--- src/rtl/core/assert_macros.svh ---
// assertion macros shared by the interval coverage merge rtl
// no dependencies; included by files that carry concurrent checks
`ifndef ASSERT_MACROS_SVH
`define ASSERT_MACROS_SVH

// clocked check, switched off while reset is held
`define ICM_ASSERT(lbl, clk, rst_n, prop, msg) \
    lbl: assert property (@(posedge clk) disable iff (!rst_n) (prop)) else $error(msg);

// clocked check that also holds through reset
`define ICM_ASSERT_ALWAYS(lbl, clk, prop, msg) \
    lbl: assert property (@(posedge clk) (prop)) else $error(msg);

`endif

--- src/rtl/core/icm_pkg.sv ---
// types and constants of the interval coverage merge block
// no dependencies; used by the interfaces and every module but icm_queue
package icm_pkg;

    localparam int COUNT_BITS = 40;

    typedef enum logic [0:0] {
        OP_INTERVAL = 1'b0,
        OP_END      = 1'b1
    } t_op;

    typedef enum logic [1:0] {
        KIND_INTERVAL  = 2'd0,
        KIND_COVERED   = 2'd1,
        KIND_UNCOVERED = 2'd2,
        KIND_OVERHANG  = 2'd3
    } t_kind;

endpackage

--- src/rtl/core/icm_if.sv ---
// valid/ready channels of the interval coverage merge block
// depends on icm_pkg
interface icm_in_if import icm_pkg::*; #(
    parameter int POSITION_BITS = 31
) ();
    logic                     valid;
    logic                     ready;
    logic [0:0]               operation;
    logic [POSITION_BITS-1:0] interval_begin;
    logic [POSITION_BITS-1:0] interval_end;
    logic [POSITION_BITS-1:0] contig_length;
    logic                     is_oriented;
    logic                     has_label;
    logic                     has_score;

    modport source (
        output valid, operation, interval_begin, interval_end, contig_length,
               is_oriented, has_label, has_score,
        input  ready
    );
    modport sink (
        input  valid, operation, interval_begin, interval_end, contig_length,
               is_oriented, has_label, has_score,
        output ready
    );
endinterface

interface icm_out_if import icm_pkg::*; #(
    parameter int POSITION_BITS = 31,
    parameter int TOTAL_BITS    = 48
) ();
    logic                     valid;
    logic                     ready;
    t_kind                    result_kind;
    logic [POSITION_BITS-1:0] length;
    logic                     last_of_run;
    logic [TOTAL_BITS-1:0]    sum_intervals;
    logic [TOTAL_BITS-1:0]    sum_covered;
    logic [TOTAL_BITS-1:0]    sum_uncovered;
    logic [TOTAL_BITS-1:0]    sum_overhang;
    logic [COUNT_BITS-1:0]    oriented_count;
    logic [COUNT_BITS-1:0]    labelled_count;
    logic [COUNT_BITS-1:0]    scored_count;

    modport source (
        output valid, result_kind, length, last_of_run, sum_intervals, sum_covered,
               sum_uncovered, sum_overhang, oriented_count, labelled_count, scored_count,
        input  ready
    );
    modport sink (
        input  valid, result_kind, length, last_of_run, sum_intervals, sum_covered,
               sum_uncovered, sum_overhang, oriented_count, labelled_count, scored_count,
        output ready
    );
endinterface

--- src/rtl/core/icm_queue.sv ---
// two-entry job queue between the classifying front and the result back end
// depends on assert_macros.svh
`include "assert_macros.svh"

module icm_queue #(
    parameter int WIDTH = 228
) (
    input  logic             i_clk,
    input  logic             i_rst_n,
    input  logic             i_push,
    input  logic [WIDTH-1:0] i_data,
    input  logic             i_pop,
    output logic             o_valid,
    output logic             o_full,
    output logic [WIDTH-1:0] o_data
);
    localparam int DEPTH = 2;
    localparam int PTR_W = $clog2(DEPTH);
    localparam int CNT_W = $clog2(DEPTH + 1);

    logic [WIDTH-1:0] r_mem [DEPTH];
    logic [PTR_W-1:0] r_wr_ptr;
    logic [PTR_W-1:0] r_rd_ptr;
    logic [CNT_W-1:0] r_count;
    logic [PTR_W-1:0] n_wr_ptr;
    logic [PTR_W-1:0] n_rd_ptr;
    logic [CNT_W-1:0] n_count;

    always_comb begin
        n_wr_ptr = r_wr_ptr;
        n_rd_ptr = r_rd_ptr;
        n_count  = r_count;
        if (i_push) begin
            n_wr_ptr = (r_wr_ptr == PTR_W'(DEPTH - 1)) ? '0 : r_wr_ptr + 1'b1;
        end
        if (i_pop) begin
            n_rd_ptr = (r_rd_ptr == PTR_W'(DEPTH - 1)) ? '0 : r_rd_ptr + 1'b1;
        end
        case ({i_push, i_pop})
            2'b10:   n_count = r_count + 1'b1;
            2'b01:   n_count = r_count - 1'b1;
            default: n_count = r_count;
        endcase
    end

    always_ff @(posedge i_clk) begin
        if (!i_rst_n) begin
            r_wr_ptr <= '0;
            r_rd_ptr <= '0;
            r_count  <= '0;
        end else begin
            r_wr_ptr <= n_wr_ptr;
            r_rd_ptr <= n_rd_ptr;
            r_count  <= n_count;
        end
    end

    always_ff @(posedge i_clk) begin
        if (i_push) begin
            r_mem[r_wr_ptr] <= i_data;
        end
    end

    assign o_valid = (r_count != '0);
    assign o_full  = (r_count == CNT_W'(DEPTH));
    assign o_data  = r_mem[r_rd_ptr];

    `ICM_ASSERT(a_no_overflow, i_clk, i_rst_n, i_push |-> !o_full, "push into full queue")
    `ICM_ASSERT(a_no_underflow, i_clk, i_rst_n, i_pop |-> o_valid, "pop from empty queue")
    `ICM_ASSERT(a_count_step, i_clk, i_rst_n, (i_push && !i_pop) |=> (r_count == $past(r_count) + 1'b1), "queue count did not rise on push")

endmodule

--- src/rtl/core/icm_front.sv ---
// front end: takes items, tracks the open block and turns each item with results into a job
// depends on icm_pkg, icm_if and assert_macros.svh
`include "assert_macros.svh"

module icm_front import icm_pkg::*; #(
    parameter int POSITION_BITS = 31
) (
    input  logic                   i_clk,
    input  logic                   i_rst_n,
    icm_in_if.sink                 i_in,
    input  logic                   i_full,
    output logic                   o_push,
    output logic [7*POSITION_BITS+11-1:0] o_job
);
    localparam int PB = POSITION_BITS;

    typedef struct packed {
        logic [1:0]    res_n;
        t_kind         kind0, kind1, kind2;
        logic [PB-1:0] len0, len1, len2;
        logic [PB-1:0] add_int, add_cov, add_unc, add_ovh;
        logic          inc_ori, inc_lab, inc_sco;
    } t_job;

    logic [PB-1:0] r_start;
    logic [PB-1:0] r_stop;
    logic          r_open;
    logic [PB-1:0] n_start;
    logic [PB-1:0] n_stop;
    logic          n_open;

    logic [PB-1:0] iv_beg, iv_end, ctg_len;
    logic [PB-1:0] iv_len, blk_len;
    logic          acc;
    logic          has_job;
    t_job          job;

    assign iv_beg  = i_in.interval_begin;
    assign iv_end  = i_in.interval_end;
    assign ctg_len = i_in.contig_length;
    assign iv_len  = (iv_end > iv_beg) ? iv_end - iv_beg : '0;
    assign blk_len = (r_stop > r_start) ? r_stop - r_start : '0;

    assign i_in.ready = !i_full;
    assign acc        = i_in.valid && !i_full;

    always_comb begin
        job     = '0;
        job.kind0 = KIND_INTERVAL;
        job.kind1 = KIND_INTERVAL;
        job.kind2 = KIND_INTERVAL;
        has_job = 1'b0;
        n_start = r_start;
        n_stop  = r_stop;
        n_open  = r_open;
        case (i_in.operation)
            OP_INTERVAL: begin
                has_job     = 1'b1;
                job.inc_ori = i_in.is_oriented;
                job.inc_lab = i_in.has_label;
                job.inc_sco = i_in.has_score;
                job.add_int = iv_len;
                if (!r_open) begin
                    // first interval of the contig, leading stretch after it
                    job.len0  = iv_len;
                    job.kind1 = KIND_UNCOVERED;
                    job.len1  = iv_beg;
                    job.add_unc = iv_beg;
                    job.res_n = (iv_beg != '0) ? 2'd2 : 2'd1;
                    n_start = iv_beg;
                    n_stop  = iv_end;
                    n_open  = 1'b1;
                end else if (r_stop < iv_beg) begin
                    // block closes, gap, then the new interval
                    job.kind0   = KIND_COVERED;
                    job.len0    = blk_len;
                    job.kind1   = KIND_UNCOVERED;
                    job.len1    = iv_beg - r_stop;
                    job.len2    = iv_len;
                    job.add_cov = blk_len;
                    job.add_unc = iv_beg - r_stop;
                    job.res_n   = 2'd3;
                    n_start = iv_beg;
                    n_stop  = iv_end;
                end else begin
                    job.len0  = iv_len;
                    job.res_n = 2'd1;
                    if (iv_end > r_stop) begin
                        n_stop = iv_end;
                    end
                end
            end
            OP_END: begin
                if (r_open) begin
                    has_job     = 1'b1;
                    job.kind0   = KIND_COVERED;
                    job.len0    = blk_len;
                    job.add_cov = blk_len;
                    job.res_n   = 2'd1;
                    if (r_stop < ctg_len) begin
                        job.kind1   = KIND_UNCOVERED;
                        job.len1    = ctg_len - r_stop;
                        job.add_unc = ctg_len - r_stop;
                        job.res_n   = 2'd2;
                    end else if (r_stop > ctg_len) begin
                        job.kind1   = KIND_OVERHANG;
                        job.len1    = r_stop - ctg_len;
                        job.add_ovh = r_stop - ctg_len;
                        job.res_n   = 2'd2;
                    end
                    n_open = 1'b0;
                end
            end
            default: begin
                has_job = 1'b0;
            end
        endcase
    end

    always_ff @(posedge i_clk) begin
        if (!i_rst_n) begin
            r_open <= 1'b0;
        end else if (acc) begin
            r_open <= n_open;
        end
    end

    always_ff @(posedge i_clk) begin
        if (acc) begin
            r_start <= n_start;
            r_stop  <= n_stop;
        end
    end

    assign o_push = acc && has_job;
    assign o_job  = job;

    `ICM_ASSERT(a_open_after_iv, i_clk, i_rst_n, (acc && (i_in.operation == OP_INTERVAL)) |=> r_open, "contig not open after interval")
    `ICM_ASSERT(a_iv_makes_job, i_clk, i_rst_n, (acc && (i_in.operation == OP_INTERVAL)) |-> (o_push && (job.res_n != 2'd0)), "interval gave no results")
    `ICM_ASSERT(a_closed_no_job, i_clk, i_rst_n, (acc && !r_open && (i_in.operation == OP_END)) |-> !o_push, "end of closed contig made a job")

endmodule

--- src/rtl/core/icm_back.sv ---
// back end: updates the saturating totals per job and hands out its results
// depends on icm_pkg, icm_if and assert_macros.svh
`include "assert_macros.svh"

module icm_back import icm_pkg::*; #(
    parameter int POSITION_BITS = 31,
    parameter int TOTAL_BITS    = 48
) (
    input  logic                          i_clk,
    input  logic                          i_rst_n,
    input  logic                          i_q_valid,
    input  logic [7*POSITION_BITS+11-1:0] i_job,
    output logic                          o_pop,
    icm_out_if.source                     o_out
);
    localparam int PB    = POSITION_BITS;
    localparam int TB    = TOTAL_BITS;
    localparam int SUM_W = ((TB > PB) ? TB : PB) + 1;

    typedef struct packed {
        logic [1:0]    res_n;
        t_kind         kind0, kind1, kind2;
        logic [PB-1:0] len0, len1, len2;
        logic [PB-1:0] add_int, add_cov, add_unc, add_ovh;
        logic          inc_ori, inc_lab, inc_sco;
    } t_job;

    function automatic logic [TB-1:0] sat_tot(input logic [TB-1:0] tot,
                                              input logic [PB-1:0] x);
        logic [SUM_W-1:0] s;
        s = SUM_W'(tot) + SUM_W'(x);
        return (s > SUM_W'({TB{1'b1}})) ? {TB{1'b1}} : s[TB-1:0];
    endfunction

    function automatic logic [COUNT_BITS-1:0] sat_cnt(input logic [COUNT_BITS-1:0] cnt,
                                                      input logic inc);
        return (inc && (cnt != {COUNT_BITS{1'b1}})) ? cnt + 1'b1 : cnt;
    endfunction

    t_job                  job;
    logic                  r_busy;
    logic [1:0]            r_left;
    t_kind                 r_kind [3];
    logic [PB-1:0]         r_len [3];
    logic [TB-1:0]         r_sum_int, r_sum_cov, r_sum_unc, r_sum_ovh;
    logic [COUNT_BITS-1:0] r_cnt_ori, r_cnt_lab, r_cnt_sco;
    logic                  out_acc;
    logic                  last;
    logic                  take;

    assign job     = t_job'(i_job);
    assign out_acc = r_busy && o_out.ready;
    assign last    = (r_left == 2'd1);
    // next job loads as the last result of the current one leaves
    assign take    = i_q_valid && (!r_busy || (out_acc && last));
    assign o_pop   = take;

    always_ff @(posedge i_clk) begin
        if (!i_rst_n) begin
            r_busy    <= 1'b0;
            r_left    <= '0;
            r_sum_int <= '0;
            r_sum_cov <= '0;
            r_sum_unc <= '0;
            r_sum_ovh <= '0;
            r_cnt_ori <= '0;
            r_cnt_lab <= '0;
            r_cnt_sco <= '0;
        end else if (take) begin
            r_busy    <= 1'b1;
            r_left    <= job.res_n;
            r_sum_int <= sat_tot(r_sum_int, job.add_int);
            r_sum_cov <= sat_tot(r_sum_cov, job.add_cov);
            r_sum_unc <= sat_tot(r_sum_unc, job.add_unc);
            r_sum_ovh <= sat_tot(r_sum_ovh, job.add_ovh);
            r_cnt_ori <= sat_cnt(r_cnt_ori, job.inc_ori);
            r_cnt_lab <= sat_cnt(r_cnt_lab, job.inc_lab);
            r_cnt_sco <= sat_cnt(r_cnt_sco, job.inc_sco);
        end else if (out_acc) begin
            r_left <= r_left - 1'b1;
            if (last) begin
                r_busy <= 1'b0;
            end
        end
    end

    // result slots shift down so the head is always slot 0
    always_ff @(posedge i_clk) begin
        if (take) begin
            r_kind[0] <= job.kind0;
            r_kind[1] <= job.kind1;
            r_kind[2] <= job.kind2;
            r_len[0]  <= job.len0;
            r_len[1]  <= job.len1;
            r_len[2]  <= job.len2;
        end else if (out_acc) begin
            r_kind[0] <= r_kind[1];
            r_kind[1] <= r_kind[2];
            r_len[0]  <= r_len[1];
            r_len[1]  <= r_len[2];
        end
    end

    assign o_out.valid          = r_busy;
    assign o_out.result_kind    = r_kind[0];
    assign o_out.length         = r_len[0];
    assign o_out.last_of_run    = last;
    assign o_out.sum_intervals  = r_sum_int;
    assign o_out.sum_covered    = r_sum_cov;
    assign o_out.sum_uncovered  = r_sum_unc;
    assign o_out.sum_overhang   = r_sum_ovh;
    assign o_out.oriented_count = r_cnt_ori;
    assign o_out.labelled_count = r_cnt_lab;
    assign o_out.scored_count   = r_cnt_sco;

    `ICM_ASSERT(a_busy_left, i_clk, i_rst_n, r_busy |-> (r_left != 2'd0), "busy with no results left")
    `ICM_ASSERT(a_totals_hold, i_clk, i_rst_n, (out_acc && !last) |=> ($stable(r_sum_int) && $stable(r_sum_cov) && $stable(r_sum_unc) && $stable(r_sum_ovh)), "totals moved within a run")
    `ICM_ASSERT(a_sum_mono, i_clk, i_rst_n, take |=> ((r_sum_int >= $past(r_sum_int)) && (r_sum_cov >= $past(r_sum_cov))), "running total went down")

endmodule

--- src/rtl/core/interval_coverage_merge.sv ---
// top level of the interval coverage merge block: front, job queue and back end
// depends on icm_pkg, icm_if, icm_queue, icm_front and icm_back
//
//  port    dir  what travels
//  i_in    in   one interval or end-of-contig item
//  o_out   out  one result: kind, length, last flag, running totals and counts
//
// an item is taken while the two-entry job queue has room; its job is held
// in the queue, then in the back end until its k results (one to three) have
// left, one per cycle while o_out.ready is high
// reset clears the open contig, the queue and all totals
// a stalled result channel fills the queue, then i_in.ready drops
module interval_coverage_merge import icm_pkg::*; #(
    parameter int POSITION_BITS = 31,
    parameter int TOTAL_BITS    = 48
) (
    input  logic      i_clk,
    input  logic      i_rst_n,
    icm_in_if.sink    i_in,
    icm_out_if.source o_out
);
    localparam int JOB_W = 7 * POSITION_BITS + 11;

    logic             push;
    logic             pop;
    logic             q_valid;
    logic             q_full;
    logic [JOB_W-1:0] job_in;
    logic [JOB_W-1:0] job_out;

    icm_front #(
        .POSITION_BITS (POSITION_BITS)
    ) u_front (
        .i_clk   (i_clk),
        .i_rst_n (i_rst_n),
        .i_in    (i_in),
        .i_full  (q_full),
        .o_push  (push),
        .o_job   (job_in)
    );

    icm_queue #(
        .WIDTH (JOB_W)
    ) u_queue (
        .i_clk   (i_clk),
        .i_rst_n (i_rst_n),
        .i_push  (push),
        .i_data  (job_in),
        .i_pop   (pop),
        .o_valid (q_valid),
        .o_full  (q_full),
        .o_data  (job_out)
    );

    icm_back #(
        .POSITION_BITS (POSITION_BITS),
        .TOTAL_BITS    (TOTAL_BITS)
    ) u_back (
        .i_clk     (i_clk),
        .i_rst_n   (i_rst_n),
        .i_q_valid (q_valid),
        .i_job     (job_out),
        .o_pop     (pop),
        .o_out     (o_out)
    );

endmodule

--- src/flat_wrapper.sv ---
// flat-port wrapper written by rule: the top's interface ports become plain ports
module interval_coverage_merge_flat import icm_pkg::*;
#(
    parameter int POSITION_BITS = 31,
    parameter int TOTAL_BITS    = 48
)
  (i_clk, i_rst_n, i_in_valid, i_in_operation, i_in_interval_begin, i_in_interval_end, i_in_contig_length, i_in_is_oriented, i_in_has_label, i_in_has_score, i_in_ready, o_out_valid, o_out_result_kind, o_out_length, o_out_last_of_run, o_out_sum_intervals, o_out_sum_covered, o_out_sum_uncovered, o_out_sum_overhang, o_out_oriented_count, o_out_labelled_count, o_out_scored_count, o_out_ready);
  icm_in_if #(.POSITION_BITS(POSITION_BITS)) i_in_i ();
  icm_out_if #(.POSITION_BITS(POSITION_BITS), .TOTAL_BITS(TOTAL_BITS)) o_out_i ();
  input  logic i_clk;
  input  logic i_rst_n;
  input wire logic [$bits(i_in_i.valid)-1:0] i_in_valid;
  input wire logic [$bits(i_in_i.operation)-1:0] i_in_operation;
  input wire logic [$bits(i_in_i.interval_begin)-1:0] i_in_interval_begin;
  input wire logic [$bits(i_in_i.interval_end)-1:0] i_in_interval_end;
  input wire logic [$bits(i_in_i.contig_length)-1:0] i_in_contig_length;
  input wire logic [$bits(i_in_i.is_oriented)-1:0] i_in_is_oriented;
  input wire logic [$bits(i_in_i.has_label)-1:0] i_in_has_label;
  input wire logic [$bits(i_in_i.has_score)-1:0] i_in_has_score;
  output wire logic [$bits(i_in_i.ready)-1:0] i_in_ready;
  output wire logic [$bits(o_out_i.valid)-1:0] o_out_valid;
  output wire logic [$bits(o_out_i.result_kind)-1:0] o_out_result_kind;
  output wire logic [$bits(o_out_i.length)-1:0] o_out_length;
  output wire logic [$bits(o_out_i.last_of_run)-1:0] o_out_last_of_run;
  output wire logic [$bits(o_out_i.sum_intervals)-1:0] o_out_sum_intervals;
  output wire logic [$bits(o_out_i.sum_covered)-1:0] o_out_sum_covered;
  output wire logic [$bits(o_out_i.sum_uncovered)-1:0] o_out_sum_uncovered;
  output wire logic [$bits(o_out_i.sum_overhang)-1:0] o_out_sum_overhang;
  output wire logic [$bits(o_out_i.oriented_count)-1:0] o_out_oriented_count;
  output wire logic [$bits(o_out_i.labelled_count)-1:0] o_out_labelled_count;
  output wire logic [$bits(o_out_i.scored_count)-1:0] o_out_scored_count;
  input wire logic [$bits(o_out_i.ready)-1:0] o_out_ready;
  assign i_in_i.valid = i_in_valid;
  assign i_in_i.operation = i_in_operation;
  assign i_in_i.interval_begin = i_in_interval_begin;
  assign i_in_i.interval_end = i_in_interval_end;
  assign i_in_i.contig_length = i_in_contig_length;
  assign i_in_i.is_oriented = i_in_is_oriented;
  assign i_in_i.has_label = i_in_has_label;
  assign i_in_i.has_score = i_in_has_score;
  assign i_in_ready = i_in_i.ready;
  assign o_out_valid = o_out_i.valid;
  assign o_out_result_kind = o_out_i.result_kind;
  assign o_out_length = o_out_i.length;
  assign o_out_last_of_run = o_out_i.last_of_run;
  assign o_out_sum_intervals = o_out_i.sum_intervals;
  assign o_out_sum_covered = o_out_i.sum_covered;
  assign o_out_sum_uncovered = o_out_i.sum_uncovered;
  assign o_out_sum_overhang = o_out_i.sum_overhang;
  assign o_out_oriented_count = o_out_i.oriented_count;
  assign o_out_labelled_count = o_out_i.labelled_count;
  assign o_out_scored_count = o_out_i.scored_count;
  assign o_out_i.ready = o_out_ready;
  interval_coverage_merge #(.POSITION_BITS(POSITION_BITS), .TOTAL_BITS(TOTAL_BITS)) u_core (.i_clk(i_clk), .i_rst_n(i_rst_n), .i_in(i_in_i), .o_out(o_out_i));
endmodule
--- config.mk ---
export PLATFORM = sky130hd
export DESIGN_NAME = interval_coverage_merge_flat
export DESIGN_NICKNAME = d
export VERILOG_FILES = /design/src/rtl/core/icm_pkg.sv /design/src/rtl/core/icm_if.sv /design/src/rtl/core/icm_queue.sv /design/src/rtl/core/icm_front.sv /design/src/rtl/core/icm_back.sv /design/src/rtl/core/interval_coverage_merge.sv /design/src/flat_wrapper.sv
export VERILOG_INCLUDE_DIRS = /design/src /design/src/rtl/core
export SDC_FILE = /design/constraint.sdc
export NUM_CORES = 2
export LEC_CHECK = 0
export BUFFER_PORTS_ARGS = -buffer_cell sky130_fd_sc_hd__buf_2
export CORE_MARGIN = 1
export CORE_UTILIZATION = 40
export DETAILED_ROUTE_END_ITERATION = 7
export GPL_TIMING_DRIVEN = 0
export PLACE_DENSITY = 0.61
export REMOVE_ABC_BUFFERS = 1
export SLEW_MARGIN = 10
export SYNTH_ARGS = -nofsm -noshare
export SYNTH_HDL_FRONTEND = slang
export SYNTH_SLANG_ARGS = --single-unit
--- constraint.sdc ---
create_clock -name i_clk -period 15.9 [get_ports i_clk]
set_input_delay 3.18 -clock i_clk [delete_from_list [all_inputs] [get_ports i_clk]]
set_output_delay 3.18 -clock i_clk [all_outputs]
set_load 0.02 [all_outputs]
=== Word-level counts from Yosys, hierarchy flattened ===
Memories as Yosys holds them, arrays and structs flattened. A register that Yosys moved wholly into a read port is not among the register bits.
Index checks and enable logic that the tools add are counted.

* Flip-flop bits (word level): 382
* Latch bits: 0
* RAM bits: 551
* Memory bits (read-only): 0
* Input bits: 101
* Logic and storage cells: 146
* Memories kept: 3

{| class="wikitable"
|+ Memory list
! name !! words !! width !! read ports !! clocked after Yosys merged registers in !! wr ports !! line !! RTL
|-
| u_core.u_queue.r_mem || 2 || 226 || 1 || 1 || 1 || icm_queue.sv:21 || <nowiki>logic [WIDTH-1:0] r_mem [DEPTH];</nowiki>
|-
| u_core.u_back.r_len || 3 || 31 || 3 || 0 || 3 || icm_back.sv:44 || <nowiki>logic [PB-1:0] r_len [3];</nowiki>
|-
| u_core.u_back.r_kind || 3 || 2 || 3 || 0 || 3 || icm_back.sv:43 || <nowiki>t_kind r_kind [3];</nowiki>
|}

* $add $sub $neg: 17
* $mul: 0
* Divide/modulo/power cells: 0
* Magnitude comparators: 10
* Equal/unequal tests: 9
* Shift-type cells: 0
* Mux-type cells: 65
* Bitwise logic cells: 5
* Reduce and logical (&&, ||, !) cells: 22

{| class="wikitable"
|+ Operator list
! operator !! count
|-
| $mux 31 || 18
|-
| $mux 62 || 5
|-
| $pmux 62 s2 || 2
|-
| $add 48x31->49 || 4
|-
| $gt 49x48->1 const B || 4
|-
| $mux 48 || 4
|-
| $sub 31x31->31 || 5
|-
| $gt 31x31->1 || 4
|-
| $add 40x1->40 const B || 3
|-
| $ne 40x40->1 const B || 3
|-
| $mux 93 || 1
|-
| $lt 31x31->1 || 2
|-
| $reduce_bool 31->1 || 1
|-
| $mux 2 || 12
|-
| $mux 1 || 16
|-
| $pmux 6 s2 || 1
|-
| $logic_and 1x1->1 || 8
|-
| $reduce_and 2->1 || 4
|-
| $reduce_bool 2->1 || 4
|-
| $mux 3 || 2
|-
| $mux 6 || 1
|-
| $reduce_and 3->1 || 2
|-
| $eq 2x1->1 const B || 2
|-
| $eq 2x2->1 const B || 2
|-
| 11 further kinds || 18
|}

=== Logic depth before layout (Yosys ltp) ===
* Depth in word-level cells: 7
* Gate-level depth with buffers: 18
* Gate-level depth less buffers: 13

=== By module ===
Synthesis repeated with hierarchy kept, for this count alone.

* Cell total of the unflattened synthesis: 5138
* Area total of the unflattened synthesis: 53510.1 um2

{| class="wikitable"
|+ Modules (own cells, without submodules)
! module !! times used !! cells each !! area each (um2) !! seq. area each (um2)
|-
| icm_back || 1 || 2635 || 23498.8 || 9278.9
|-
| icm_queue || 1 || 731 || 16742.3 || 13793.2
|-
| icm_front || 1 || 1772 || 13269.0 || 1881.8
|}

=== Worst setup path before layout ===
Ideal clock, no wire load.

* Kind: input to register
* From: in i_in_operation
* To: mem u_core.u_queue.r_mem[0][0] (netlist bit), enable pin
* Library setup time: 814 ps
* Data arrival time: 12965 ps
* Required time: 15086 ps
* Setup slack: 2121 ps
* Cell stages on the path: 3
* Cell sequence: clkbuf_1 -> a21o_1 -> nor2_1

* Word-level cells in the longest chain between the ends: 5

{| class="wikitable"
|+ RTL lines
! item !! line !! RTL
|-
| from (decl) || flat_wrapper.sv:13 || <nowiki>input wire logic [$bits(i_in_i.operation)-1:0] i_in_operation;</nowiki>
|-
| $not 1->1 || n/a ||
|-
| $pmux 1 s2 * || icm_front.sv:56 || <nowiki>case (i_in.operation)</nowiki>
|-
| $logic_and 1x1->1 * || icm_front.sv:135 || <nowiki>assign o_push = acc && has_job;</nowiki>
|-
| $mux 1 * || icm_queue.sv:59 || <nowiki>if (i_push) begin</nowiki>
|-
| $mux 1 (not written as such) * || icm_queue.sv:60 || <nowiki>r_mem[r_wr_ptr] <= i_data;</nowiki>
|-
| to (decl) || icm_queue.sv:21 ||
|}

Mark *: on every way between the ends. The rest lies on a longest branch, timed or not.

=== Final worst setup path ===
* From: in i_in_interval_begin[14]
* To: mem u_core.u_queue.r_mem[0][214] (netlist bit), data pin

* Word-level cells in the longest chain between the ends: 5
* Elaborated cells between the ends (all ways): 7
* Classes of those cells: add/sub (1); order compare (2); mux (4)

{| class="wikitable"
|+ RTL lines
! item !! line !! RTL
|-
| from (decl) || flat_wrapper.sv:14 || <nowiki>input wire logic [$bits(i_in_i.interval_begin)-1:0] i_in_interval_begin;</nowiki>
|-
| $sub 31x31->31 or $gt 31x31->1 (tied branches) || icm_front.sv:41 || <nowiki>assign iv_len = (iv_end > iv_beg) ? iv_end - iv_beg : '0;</nowiki>
|-
| $mux 31 || icm_front.sv:41 ||
|-
| $mux 31 || icm_front.sv:73 || <nowiki>end else if (r_stop < iv_beg) begin</nowiki>
|-
| $mux 62 * || icm_front.sv:63 || <nowiki>if (!r_open) begin</nowiki>
|-
| $pmux 62 s2 * || icm_front.sv:56 ||
|-
| named net u_core.job_in[214] || interval_coverage_merge.sv:28 || <nowiki>logic [JOB_W-1:0] job_in;</nowiki>
|}

Mark *: on every way through the listed nets, which the timed path passes. The rest lies on a longest branch.

==> flow_metrics.py <==
metrics = {
    "layout": {
        "final_nets": 5865,
        "fin_util": 0.462,
        "area_growth_pct": 14.4,
        "drive_above_1_share": 0.163,
    },
    "grt": {
        "grt_max_degree": 139,
        "grt_usage": 0.237,
        "grt_antenna_before_repair": 41,
        "grt_overflow": 0,
        "grt_pass1_wl_um": 240000,
        "grt_pass1_vias": 38500,
    },
    "yosys": {
        "synth_area_per_cell_um2": 10.3,
        "synth_edf_count": 609,
        "ys_types": 114,
        "yosys_warnings": 0,
        "syn_inst": 5102,
        "ys_seq_area_frac": 0.472,
        "async_flop_share": 0,
        "syn-cell-area_um2": 52400,
        "synthFlopType": "edfxtp_1",
        "ys_seq_elements": 930,
    },
    "power": {
        "finalPower_uw": 8760,
        "p_leak_uw": 0.0239,
        "p_per_area_nw_per_um2": 146,
        "irDropWorstVdd_mv": 0.130,
    },
    "floorplanning": {
        "die_width_um": 364,
        "fp.coreArea_um2": 130000,
        "dieArea_um2": 132000,
        "pin_count": 449,
        "dieHeight_um": 364,
        "start_util": 0.404,
        "rows": 132,
    },
    "place": {
        "io_buffers": 448,
        "gp_congestion": 0.937,
        "hpwl_um": 122000,
    },
    "worst_setup_path": {
        "slowest_stage": "nand3_2",
        "crit_fanout": 31,
        "cp.required_ns": 16.31,
        "worstPathCellList": "buf_2 > inv_1 > ha_1 > nand4_1 > or3_1 > o211ai_2 > o31ai_2 > a21boi_1 > a311o_1 > nand3_2 > o32ai_1",
        "worst_path_dominant_cell_family": "compound AO/OA/AOI/OAI gates",
        "critPathCaptureType": "flip-flop",
        "start_kind": "input pin",
        "critPathArrivalTime_ns": 7.27,
        "critPathMaxStageDelay_ns": 0.75,
        "critPathKind": "in2reg",
        "cp_num_buf_inv": 2,
    },
    "sta": {
        "worstMarginPinSlew_ns": 1.23,
        "rsz0062_at_grt": "false",
        "fmax_ghz": 0.146,
        "period_share": 0.431,
        "setup_viol": 0,
        "holdWs_ns": 0.480,
        "slew_headroom": 0.181,
        "worst_clock_skew_ns": 0.0238,
        "drv_slew": 0,
        "fin_crit_ns": 6.86,
        "finalSetupTns_ns": 0,
        "finalHoldViolCount": 0,
    },
    "route": {
        "drt-pass1-iter-count": 6,
        "drc": 0,
        "ant_nets": 0,
        "drt_iter0_markers": 3228,
        "wl_per_cell_um": 22.2,
        "wl_um": 161000,
        "vias_per_cell": 5.66,
        "vias": 41200,
    },
    "hold_path": {
        "hold_path_class": "reg2reg",
    },
    "flow_run": {
        "maxCapViolCount": 0,
    },
    "cts": {
        "clk_pin_slew_ns": 0.06,
        "clock_sinks": 930,
        "cts_hold_buf": 0,
        "cts_resized": 0,
        "cts_made_buffers": 106,
        "root_buffer": "clkbuf_16",
        "postCtsSetupBuffers": 0,
        "insertion_delay_ns": 0.71,
        "cts_tree": "done",
        "clock_path_buffers": 3,
        "htree_levels": 3,
    },
    "run_status": {
        "status": "complete, no violations",
    },
}
[cell families after synthesis]
logic type,synth area share
multiplexers,0.0492
AND/OR/NAND/NOR,0.133
adder cells (fa/ha/maj),0.0785
XOR/XNOR,0.0560
flip-flops,0.472
buffers and inverters,0.0400
AO/OA/AOI/OAI,0.171
[placed cells by master (no fill, tap or decap), types with 37 or more instances in the layout]
| cell | count |
|---|---|
| nor3_1 | 82 |
| nand4_1 | 104 |
| dfxtp_1 | 320 |
| and3_1 | 68 |
| or3_1 | 41 |
| nand3_1 | 98 |
| and2_1 | 68 |
| o21a_1 | 43 |
| o21bai_1 | 53 |
| a21o_1 | 135 |
| a31oi_1 | 110 |
| nor2_1 | 404 |
| a21oi_1 | 332 |
| mux2i_1 | 84 |
| ha_1 | 314 |
| and4_1 | 37 |
| clkbuf_16 | 109 |
| o21ai_0 | 348 |
| xor2_1 | 173 |
| xnor2_1 | 162 |
| buf_2 | 447 |
| mux2_2 | 154 |
| inv_1 | 229 |
| a211oi_1 | 44 |
| nand2_1 | 329 |
| edfxtp_1 | 609 |
[registers in the layout, indices dropped and copies added (netlist names), 4 cells and up, named ones only]
name / cells
u_core.u_back.r_len: 93
u_core.u_back.o_out.oriented_count: 40
u_core.u_back.o_out.labelled_count: 40
u_core.u_back.o_out.sum_uncovered: 48
u_core.u_front.r_stop: 31
u_core.u_queue.r_mem: 450
u_core.u_back.o_out.sum_covered: 48
u_core.u_front.r_start: 31
u_core.u_back.r_kind: 4
u_core.u_back.o_out.scored_count: 40
u_core.u_back.o_out.sum_overhang: 48
u_core.u_back.o_out.sum_intervals: 48
[worst reg2reg max path, cell delays in order, from the launching register on]
cell	delay, ns
dfxtp_4	0.73
buf_16	0.39
buf_16	0.34
mux2_2	0.48
ha_1	0.40
and3_1	0.27
and3_1	0.29
o2111ai_2	0.22
a2111oi_2	0.59
o21ai_2	0.15
a211oi_4	0.91
inv_2	0.39
a31oi_1	0.27
[through the flow]
stage | instance area, um2 | worst slack, ns | cells
after floorplan | 51100 | 2.29 | 4846
after global placement | 55600 | -4.18 | 7036
after detailed placement | 56400 | 8.43 | 7075
after CTS | 59900 | 9.18 | 7267
after global routing | 59900 | 8.93 | 7271
final | 59900 | 9.04 | 7275
[cell type report]
type | instances | area (um2)
clock inverters | 52 | 556
fillers | 12300 | 69700
diodes | 8 | 20.0
repair buffers | 487 | 3040
clock buffers | 140 | 2910
multi-input cells | 3683 | 25600
inverters | 233 | 887
flip-flops and latches | 930 | 24700
well taps | 1742 | 2180
[power by group]
part,switching (uW),internal [uW]
combinational,1980,1100
clock,1020,1430
sequential,190,3040
[Yosys cell counts, drive strengths merged (17+ instances only)]
cell type  instances  share of area
a211oi            46         0.0069
a21o             135          0.019
a21oi            340          0.033
a311oi            24         0.0041
a31oi            111          0.013
a41oi             17         0.0028
and2              71         0.0085
and3              68         0.0081
and4              37         0.0062
buf               95          0.012
clkbuf           161          0.012
dfxtp            321           0.12
edfxtp           609           0.35
ha               314          0.075
inv              232          0.017
mux2             154          0.033
mux2i             84          0.016
nand2            331          0.024
nand2b            35         0.0042
nand3             99         0.0096
nand4            104          0.012
nor2             411          0.030
nor2b             34         0.0041
nor3              86         0.0085
nor4              34         0.0045
o211ai            25         0.0037
o21a              43         0.0062
o21ai            365          0.035
o21bai            53         0.0076
o221ai            20         0.0033
o31ai             24         0.0043
or2               31         0.0037
or3               42         0.0051
xnor2            162          0.027
xor2             173          0.029
[path summary, 6_finish.rpt]
check                                                startpoint  slack (ns)                                                 end  cells past startpoint
max reg2reg                                           flip-flop       10.37  u_core.u_back.o_out.sum_intervals[21]$_SDFFE_PN0P_                     12
min          u_core.u_back.o_out.sum_uncovered[41]$_SDFFE_PN0P_        0.48  u_core.u_back.o_out.sum_uncovered[41]$_SDFFE_PN0P_                      2
min reg2reg  u_core.u_back.o_out.sum_uncovered[41]$_SDFFE_PN0P_        0.48  u_core.u_back.o_out.sum_uncovered[41]$_SDFFE_PN0P_                      2
max                                     i_in_interval_begin[14]        9.04              u_core.u_queue.r_mem[0][214]$_DFFE_PP_                     11
[layer usage]
layer,part of all wire,vias up,GRT usage,wire length (um)
li1,-,19600,-,-
met1,0.46,20100,0.331,74000
met2,0.45,1184,0.373,72900
met3,0.063,250,0.0460,10200
met4,0.026,42,0.0621,4120
met5,0.0015,-,0,246
Power figures use the tool's default switching activity.
